**src/hdl/sbe_pkg.sv**
```systemverilog
// Shared codes and controller/datapath handshake types for the basis expansion unit.
package sbe_pkg;

  // Input transaction modes
  localparam logic [1:0] MODE_LOAD_POLY  = 2'd0;
  localparam logic [1:0] MODE_LOAD_BASIS = 2'd1;
  localparam logic [1:0] MODE_START      = 2'd2;

  // Result status codes
  localparam logic [1:0] STATUS_OK       = 2'd0;
  localparam logic [1:0] STATUS_TOO_LONG = 2'd1;
  localparam logic [1:0] STATUS_SAT      = 2'd2;

  // Register indexes (taken from paddr[2])
  localparam logic REG_POLY_LENGTH = 1'b0;
  localparam logic REG_BASIS_SIZE  = 1'b1;

  localparam int CFG_WIDTH = 5;

  // Commands from controller to datapath
  typedef struct packed {
    logic load_poly;
    logic load_basis;
    logic clr_sat;
    logic copy_we;
    logic div_go;
    logic coef_we;
    logic mul_go;
    logic upd_we;
    logic emit;
    logic emit_err;
    logic emit_zero;
    logic emit_last;
  } sbe_cmd_t;

  // Status from datapath to controller
  typedef struct packed {
    logic div_done;
    logic mul_done;
  } sbe_sts_t;

endpackage

```
**src/hdl/sbe_ctrl.sv**
```systemverilog
// Sequencer for copy, divide, multiply-subtract and result phases.
module sbe_ctrl #(
  parameter int MAX_TERMS = 16
) (
  input  logic                                    clk,
  input  logic                                    rst_n,
  input  logic                                    start,
  input  logic [1:0]                              in_mode,
  input  logic [sbe_pkg::CFG_WIDTH-1:0]           poly_length,
  input  logic [sbe_pkg::CFG_WIDTH-1:0]           basis_size,
  input  sbe_pkg::sbe_sts_t                       sts,
  output sbe_pkg::sbe_cmd_t                       cmd,
  output logic                                    busy,
  output logic [$clog2(MAX_TERMS)-1:0]            rem_raddr,
  output logic [$clog2(MAX_TERMS)-1:0]            work_raddr,
  output logic [$clog2(MAX_TERMS)-1:0]            work_waddr,
  output logic [$clog2(MAX_TERMS*MAX_TERMS)-1:0]  basis_raddr,
  output logic [$clog2(MAX_TERMS)-1:0]            coef_raddr,
  output logic [$clog2(MAX_TERMS)-1:0]            coef_waddr,
  output logic [3:0]                              emit_idx
);
  import sbe_pkg::*;

  localparam int AW  = $clog2(MAX_TERMS);
  localparam int CW  = $clog2(MAX_TERMS + 1);
  localparam int BAW = $clog2(MAX_TERMS * MAX_TERMS);

  typedef enum logic [3:0] {
    S_IDLE, S_ERR, S_CPY_RD, S_CPY_WR, S_DIV_RD, S_DIV_GO, S_DIV_WAIT,
    S_UPD_RD, S_UPD_GO, S_UPD_WAIT, S_UPD_WR, S_OUT_RD, S_OUT_EMIT
  } state_t;

  state_t        state_r, state_nxt;
  logic [CW-1:0] p_r, p_nxt, b_r, b_nxt;
  logic [AW-1:0] r_r, r_nxt, l_r, l_nxt;
  logic [7:0]    plen_w, bsz_w, p_w, b_w;
  logic [CW-1:0] rem_idx;

  // Clamp register values to the supported range
  always_comb begin
    plen_w = 8'(poly_length);
    bsz_w  = 8'(basis_size);
    p_w    = (plen_w > 8'(MAX_TERMS)) ? 8'(MAX_TERMS) : plen_w;
    b_w    = (bsz_w > 8'(MAX_TERMS)) ? 8'(MAX_TERMS) : bsz_w;
    if (b_w == 8'd0) begin
      b_w = 8'd1;
    end
  end

  // Next state and commands
  always_comb begin
    state_nxt = state_r;
    p_nxt     = p_r;
    b_nxt     = b_r;
    r_nxt     = r_r;
    l_nxt     = l_r;
    cmd       = '0;
    case (state_r)
      S_IDLE: begin
        cmd.load_poly  = start && (in_mode == MODE_LOAD_POLY);
        cmd.load_basis = start && (in_mode == MODE_LOAD_BASIS);
        if (start && (in_mode == MODE_START)) begin
          p_nxt = CW'(p_w);
          b_nxt = CW'(b_w);
          l_nxt = '0;
          if (p_w > b_w) begin
            state_nxt = S_ERR;
          end else begin
            cmd.clr_sat = 1'b1;
            state_nxt   = (p_w == 8'd0) ? S_OUT_RD : S_CPY_RD;
          end
        end
      end
      S_ERR: begin
        cmd.emit      = 1'b1;
        cmd.emit_err  = 1'b1;
        cmd.emit_last = 1'b1;
        state_nxt     = S_IDLE;
      end
      S_CPY_RD: begin
        state_nxt = S_CPY_WR;
      end
      S_CPY_WR: begin
        cmd.copy_we = 1'b1;
        if (CW'(l_r) == p_r - CW'(1)) begin
          r_nxt     = AW'(p_r - CW'(1));
          l_nxt     = '0;
          state_nxt = S_DIV_RD;
        end else begin
          l_nxt     = l_r + AW'(1);
          state_nxt = S_CPY_RD;
        end
      end
      S_DIV_RD: begin
        state_nxt = S_DIV_GO;
      end
      S_DIV_GO: begin
        cmd.div_go = 1'b1;
        state_nxt  = S_DIV_WAIT;
      end
      S_DIV_WAIT: begin
        if (sts.div_done) begin
          cmd.coef_we = 1'b1;
          l_nxt       = '0;
          state_nxt   = (r_r == '0) ? S_OUT_RD : S_UPD_RD;
        end
      end
      S_UPD_RD: begin
        state_nxt = S_UPD_GO;
      end
      S_UPD_GO: begin
        cmd.mul_go = 1'b1;
        state_nxt  = S_UPD_WAIT;
      end
      S_UPD_WAIT: begin
        if (sts.mul_done) begin
          state_nxt = S_UPD_WR;
        end
      end
      S_UPD_WR: begin
        cmd.upd_we = 1'b1;
        if (l_r == r_r - AW'(1)) begin
          r_nxt     = r_r - AW'(1);
          l_nxt     = '0;
          state_nxt = S_DIV_RD;
        end else begin
          l_nxt     = l_r + AW'(1);
          state_nxt = S_UPD_RD;
        end
      end
      S_OUT_RD: begin
        state_nxt = S_OUT_EMIT;
      end
      S_OUT_EMIT: begin
        cmd.emit      = 1'b1;
        cmd.emit_zero = !(CW'(l_r) < p_r);
        cmd.emit_last = (CW'(l_r) == b_r - CW'(1));
        if (cmd.emit_last) begin
          state_nxt = S_IDLE;
        end else begin
          l_nxt     = l_r + AW'(1);
          state_nxt = S_OUT_RD;
        end
      end
      default: begin
        state_nxt = S_IDLE;
      end
    endcase
  end

  // State and counters
  always_ff @(posedge clk) begin
    if (!rst_n) begin
      state_r <= S_IDLE;
      p_r     <= '0;
      b_r     <= '0;
      r_r     <= '0;
      l_r     <= '0;
    end else begin
      state_r <= state_nxt;
      p_r     <= p_nxt;
      b_r     <= b_nxt;
      r_r     <= r_nxt;
      l_r     <= l_nxt;
    end
  end

  // Memory addresses
  assign rem_idx     = p_r - CW'(1) - CW'(l_r);
  assign rem_raddr   = AW'(rem_idx);
  assign work_raddr  = (state_r == S_DIV_RD) ? r_r : l_r;
  assign work_waddr  = l_r;
  assign basis_raddr = BAW'(r_r) * BAW'(MAX_TERMS)
                     + ((state_r == S_DIV_RD) ? BAW'(r_r) : BAW'(l_r));
  assign coef_raddr  = l_r;
  assign coef_waddr  = r_r;
  assign emit_idx    = 4'(l_r);
  assign busy        = (state_r != S_IDLE);

endmodule

```
**config.mk**
```make
export PLATFORM = sky130hd
export DESIGN_NAME = sbe_ctrl
export DESIGN_NICKNAME = d
export VERILOG_FILES = /design/src/hdl/sbe_pkg.sv /design/src/hdl/sbe_ctrl.sv
export SDC_FILE = /design/constraint.sdc
export NUM_CORES = 1
export LEC_CHECK = 0
export ABC_AREA = 1
export BUFFER_PORTS_ARGS = -buffer_cell sky130_fd_sc_hd__buf_4
export CORE_UTILIZATION = 48
export CTS_CLUSTER_SIZE = 20
export DETAILED_ROUTE_END_ITERATION = 8
export GPL_TIMING_DRIVEN = 0
export PLACE_DENSITY = 0.78
export RECOVER_POWER = 50
export SLEW_MARGIN = 20
export SYNTH_ARGS = -nofsm -noshare
export SYNTH_HDL_FRONTEND = slang
export SYNTH_SLANG_ARGS = --single-unit
```
**constraint.sdc**
```tcl
create_clock -name clk -period 1.9 [get_ports clk]
set_clock_uncertainty 0.05 [all_clocks]
set_input_delay 0.19 -clock clk [delete_from_list [all_inputs] [get_ports clk]]
set_output_delay 0.19 -clock clk [all_outputs]
set_load 0.1 [all_outputs]
```
### Yosys cells after proc, flatten, opt, wreduce, memory -nomap -nowiden

Index checks and enable logic that the tools add are counted.

| storage, ports and cells | value |
|---|---|
| output and inout port bits | 45 |
| word-level logic and storage cells | 92 |
| bits of input ports | 17 |
| register bits | 22 |

| operators by class | value |
|---|---|
| add/sub/neg operators | 6 |
| order comparisons | 4 |
| reductions and logical operators | 17 |
| mux-type cells | 37 |
| eq/ne operators | 23 |

Operator list:

| kind | count |
|---|---|
| 2-to-1 mux 4 bit | 16 |
| one-hot mux 4 bit (12 select lines) | 1 |
| == test 4 bit (second input constant) | 5 |
| one-hot mux 4 bit (5 select lines) | 1 |
| == test 4 x 3 -> 1 bit (second input constant) | 4 |
| logical NOT 8 bit | 2 |
| 2-to-1 mux 5 bit | 3 |
| != test 2 bit (second input constant) | 6 |
| 2-to-1 mux 1 bit | 11 |
| == test 4 x 5 -> 1 bit | 2 |
| > comparator 5 bit (second input constant) | 2 |
| subtractor 5 x 1 -> 5 bit (second input constant) | 2 |
| adder 8 x 4 -> 8 bit | 1 |
| == test 4 x 2 -> 1 bit (second input constant) | 2 |
| > comparator 5 x 8 -> 1 bit | 1 |
| logical NOT 4 bit | 2 |
| one-hot mux 4 bit (2 select lines) | 1 |
| 2-to-1 mux 3 bit | 2 |
| AND reduction 3 bit | 2 |
| less-than comparator 4 x 5 -> 1 bit | 1 |
| nonzero test 5 bit | 1 |
| adder 4 x 1 -> 4 bit (second input constant) | 1 |
| == test 4 x 1 -> 1 bit (second input constant) | 1 |
| == test 4 bit | 1 |
| other kinds (14) | 16 |

### Longest topological paths before layout

| depth | value |
|---|---|
| word-level depth | 8 |
| mapped depth | 17 |
| mapped depth without buffers | 17 |

### Worst setup path after synthesis

Ideal clock, no wire load.

| timing | value |
|---|---|
| kind | reg2out |
| start | reg r_r[0] (netlist: coef_waddr[0]) |
| end | out work_raddr[0] |
| arrival | 4.049 ns |
| required time | 1.660 ns |
| cell stages (with the launch flop) | 4 |
| buffers on the path | 1 |
| setup slack | -2.389 ns |
| path through | dfxtp_1 inv_1 o21ai_0 buf_4 |

| on the way | value |
|---|---|
| longest elaborated chain between the ends | 1 |

Ends and longest elaborated chain:

| element | line | RTL |
|---|---|---|
| from (decl) | sbe_ctrl.sv:35 | `logic [AW-1:0] r_r, r_nxt, l_r, l_nxt;` |
| from (signal assigned) | sbe_ctrl.sv:163 | `r_r <= r_nxt;` |
| 2-to-1 mux 4 bit | sbe_ctrl.sv:171 | `assign work_raddr = (state_r == S_DIV_RD) ? r_r : l_r;` |
| to (decl) | sbe_ctrl.sv:15 | `output logic [$clog2(MAX_TERMS)-1:0] work_raddr,` |

No other way between the ends.

### Worst setup path after layout

| timing | value |
|---|---|
| start | reg p_r[0] |
| end | out rem_raddr[3] |

| on the way | value |
|---|---|
| longest elaborated chain between the ends | 2 |

Ends and longest elaborated chain:

| element | line | RTL |
|---|---|---|
| from (decl) | sbe_ctrl.sv:34 | `logic [CW-1:0] p_r, p_nxt, b_r, b_nxt;` |
| from (signal assigned) | sbe_ctrl.sv:161 | `p_r <= p_nxt;` |
| subtractor 5 x 1 -> 5 bit | sbe_ctrl.sv:169 | `assign rem_idx = p_r - CW'(1) - CW'(l_r);` |
| subtractor 4 bit | sbe_ctrl.sv:169 |  |
| to (decl) | sbe_ctrl.sv:14 | `output logic [$clog2(MAX_TERMS)-1:0] rem_raddr,` |

No other way between the ends.

==> summary.txt <==
Detailed routing
  – Residual DRC: 0
  – Vias per inst: 5.49
  – Wire per inst: roughly 15 um
  – Initial DRC Count: 232
  – Vias: 2675
  – Antenna Violating Nets Remaining: 0
  – Routed WL: about 7200 um
  – Drt pass-1 iters: 4

Run status
  – Outcome: complete, but fails checks
  – Failing checks: setup timing

Die
  – Chip height: 69.4 um
  – Die area: 4810 um^2
  – Ports: 62
  – Core area: approximately 4400 um^2
  – Die Span X: between 60 and 70 um
  – Starting Density: roughly half
  – Row count: 24

Worst setup path
  – CP Buf/Inv Count: 2
  – Critical path type: flip-flop to primary output
  – WP data required: ~1700 ps
  – R2R setup slack: -160 ps
  – CP Data Arrival Time: approximately 1900 ps
  – Crit-path leading delay family: adder cells
  – Crit-path cells: inv_6, ha_4, xor2_4, ha_4, nand2_4, o21ai_4, xor2_4, buf_12
  – RR Startpoint: p_r[0]
  – Critical Path Fanout Max: 4
  – Critical-path top delay cell: dfxtp_4
  – Worst Setup End Kind: primary output
  – Critical path's largest stage delay: roughly 370 ps
  – R2r endpoint: state_r[1]
  – Worst r2r path cells: 11
  – CP Launch Type: flip-flop

Power
  – Switching pwr: between 0.6 and 0.7 mW
  – Peak supply drop: about 0.27 mV
  – Power density cells: 429 nW/um^2
  – Leakage power: approximately 1.7 nW
  – Power share of the clock group: about a fifth
  – Switching share of power: between 40 and 50%
  – Sequential share of power: a little under a third
  – Cell internal pwr: 0.884 mW
  – Combinational share of power: 48.8%

Synth
  – Count of cell types in the netlist: 34
  – Ranking of synthesized cells by area: dfxtp_1 20%, nand2_1 14%, ha_1 9.2%, inv_1 8.4%, a21oi_1 6.0%
  – Post-Synth Adder-Cell Area: about a tenth
  – Register area share after synthesis: between 20% and 30%
  – Mux contribution to synthesized area: 0%
  – Largest family of logic cells by synthesized area: simple AND/OR/NAND/NOR gates
  – Post-synth top area share: between 20% and 30%
  – Mean Syn Cell Area: roughly 6.3 um^2
  – Syn Inst Count: around 340
  – Synth Warn #: 0
  – Area of the mapped netlist: around 2200 um^2
  – Post-Syn Nets: about 380
  – Yosys reg bits: 22
  – Simple-gate share of the synthesized area: a little over a third
  – Complex-gate fraction of the synthesized area: between 10% and 20%
  – Synth area leader: dfxtp_1
  – Synth Area in XOR/XNOR: under 10%

STA
  – Slew Viols, Final: 0
  – TNS Setup: -1860 ps
  – Endpoints failing hold: 0
  – Slew of the pin with the lowest slew margin: between 600 and 700 ps
  – Worst slew margin: 54.2%
  – Final setup vio count: 19
  – Max frequency: between 400 and 500 MHz
  – RSZ-0062 raised after global routing: yes
  – Crit share post-route: 113%
  – Tmin final: about 2200 ps
  – Final WS setup: -254 ps

Clock network
  – Max H-tree Level: 1
  – Worst-case clock buffer depth: 2
  – Latest clock arrival within the worst-skew pair: between 200 and 300 ps
  – Clk Tree Root Cell: clkbuf_8
  – TritonCTS clock tree: built
  – Total CTS buffers: 3
  – CTS sink cnt: 22
  – Hold buffers post-CTS: 0
  – Reg clk slew, reported paths: about 90 ps

GRT
  – Vias in the first global route: ~2400
  – First-pass GRT wire length: about 11000 um
  – Largest net degree at the start of global routing: 13
  – Antenna violations before repair: 0
  – Grt ovf: 0
  – Tot GR Track Use: a little over a quarter

Place
  – # port buffers: slightly above 60
  – Area post-placement: just over 3000 um^2
  – HPWL after detailed placement: roughly 4800 um
  – Final GP Congestion: between 0.8 and 0.9

Cells and area
  – Most frequent cells in the layout: 65 x nand2_1, 65 x buf_4, 33 x inv_1, 20 x clkbuf_2
  – Layout Nets: 470
  – Layout cell share with drive strength beyond 1: 54.7%
  – Post-route cell area: between 3000 and 4000 um^2
  – Layout area overhead: 66.5%
  – Antenna cells: 0

Worst hold path
  – Hold Crit Class: input pin to flip-flop
  – Hold path endpoint: coef_waddr[0]
  – Number of cells on the worst hold path: 3
  – HP Start: rst_n

Flow run
  – Max-cap violations: 0
==> how the worst max path moves through the flow <==
| stage | from | end | slack [ps] | cells past startpoint |
|---|---|---|---|---|
| 2_1_floorplan | coef_raddr[0] | rem_raddr[2] | -240 | 4 |
| 3_3_place_gp | p_r[0] | state_r[1] | -210 | 11 |
| 3_5_place_dp | p_r[0] | coef_waddr[2] | -220 | 10 |
| 4_1_cts | p_r[0] | rem_raddr[3] | -260 | 8 |
| 5_1_grt | p_r[0] | rem_raddr[3] | -300 | 8 |
| 6_report | p_r[0] | rem_raddr[3] | -250 | 8 |
==> sequential cells by signal, indices dropped and copies added (netlist names) <==
name and count:
b_r 5, coef_raddr 4, coef_waddr 4, p_r 5, state_r 4
==> cells in the mapped netlist <==
| master | instances |
|---|---|
| nor2_2 | 4 |
| nand3_2 | 3 |
| nor4_1 | 2 |
| nand2_4 | 1 |
| a31oi_1 | 4 |
| nand3b_1 | 1 |
| clkbuf_1 | 2 |
| nand4_1 | 4 |
| buf_4 | 17 |
| nor2_1 | 29 |
| buf_2 | 1 |
| nor3_4 | 2 |
| o21ai_2 | 1 |
| nand3_1 | 24 |
| o211ai_2 | 1 |
| inv_1 | 49 |
| ha_1 | 16 |
| a211oi_1 | 2 |
| buf_6 | 1 |
| nand2_1 | 82 |
| inv_2 | 8 |
| xor2_1 | 7 |
| nor2_4 | 4 |
| nor2_8 | 1 |
| inv_4 | 1 |
| nor3_1 | 2 |
| dfxtp_1 | 22 |
| nand2_2 | 1 |
| o21ai_1 | 3 |
| o21bai_1 | 2 |
| a21oi_1 | 26 |
| or2_0 | 1 |
| o21ai_0 | 19 |
| fa_1 | 1 |
==> cells by family (layout without fill, tap and decap cells) <==
kind of cell	after synthesis	in the layout
AOI/OAI and AO/OA	58	58
xor gates and xnor gates	7	7
and+or+nand+nor	161	161
DFF	22	22
adders and majority gates	17	17
buffers and inverters	79	170
==> metal layers <==
| layer | wire (um) | up-vias | GRT usage, % |
|---|---|---|---|
| met5 | 0 | - | 0 |
| met4 | 217 | 0 | 10.4 |
| met3 | 386 | 30 | 3.34 |
| met2 | 3800 | 111 | 48.2 |
| met1 | 2820 | 1254 | 32.0 |
| li1 | - | 1280 | - |
==> worst min-delay path, delay by kind of cell <==
kind	cells	cell delay (ps)
compound gates	2	70
buf+inv	1	120
==> repair_timing <==
item	CTS	global route
endpoints found under the setup margin	21	26
gates resized for setup	50	51
pin swaps	19	20
setup buffers	15	11
hold endpoints to repair	0	0
==> stage by stage <==
| stage | total power, mW | setup slack, ps | util [%] | cells | hold WS, ps |
|---|---|---|---|---|---|
| detailed placement | 1.10 | -224 | 70.7 | 457 | 413 |
| finish | 1.56 | -254 | 83.3 | 487 | 97.3 |
| global placement | 1.09 | -213 | 70.7 | 457 | 403 |
| CTS | 1.50 | -256 | 78.2 | 476 | 93.4 |
| floorplan | 0.978 | -240 | - | 344 | 268 |
| global route | 1.62 | -304 | 83.3 | 487 | 97.5 |
==> final cells by class <==
type / count / area (um^2)
tap: 52 / 65.1
inverter: 58 / 238
clock buffer: 3 / 41.3
timing repair buffer: 87 / 716
buffer: 21 / 184
multi-input combinational: 243 / 1890
clock inverter: 1 / 3.75
fill: 266 / 728
sequential: 22 / 484
==> power groups by stage <==
stage	logic (mW)	clock network, mW	registers [mW]
4_1_cts	0.706	0.312	0.481
6_report	0.760	0.315	0.482
5_1_grt	0.806	0.328	0.483
2_1_floorplan	0.488	0	0.489
3_3_place_gp	0.599	0	0.490
3_5_place_dp	0.610	0	0.491
Note: power is estimated with default switching activity, not from simulation.
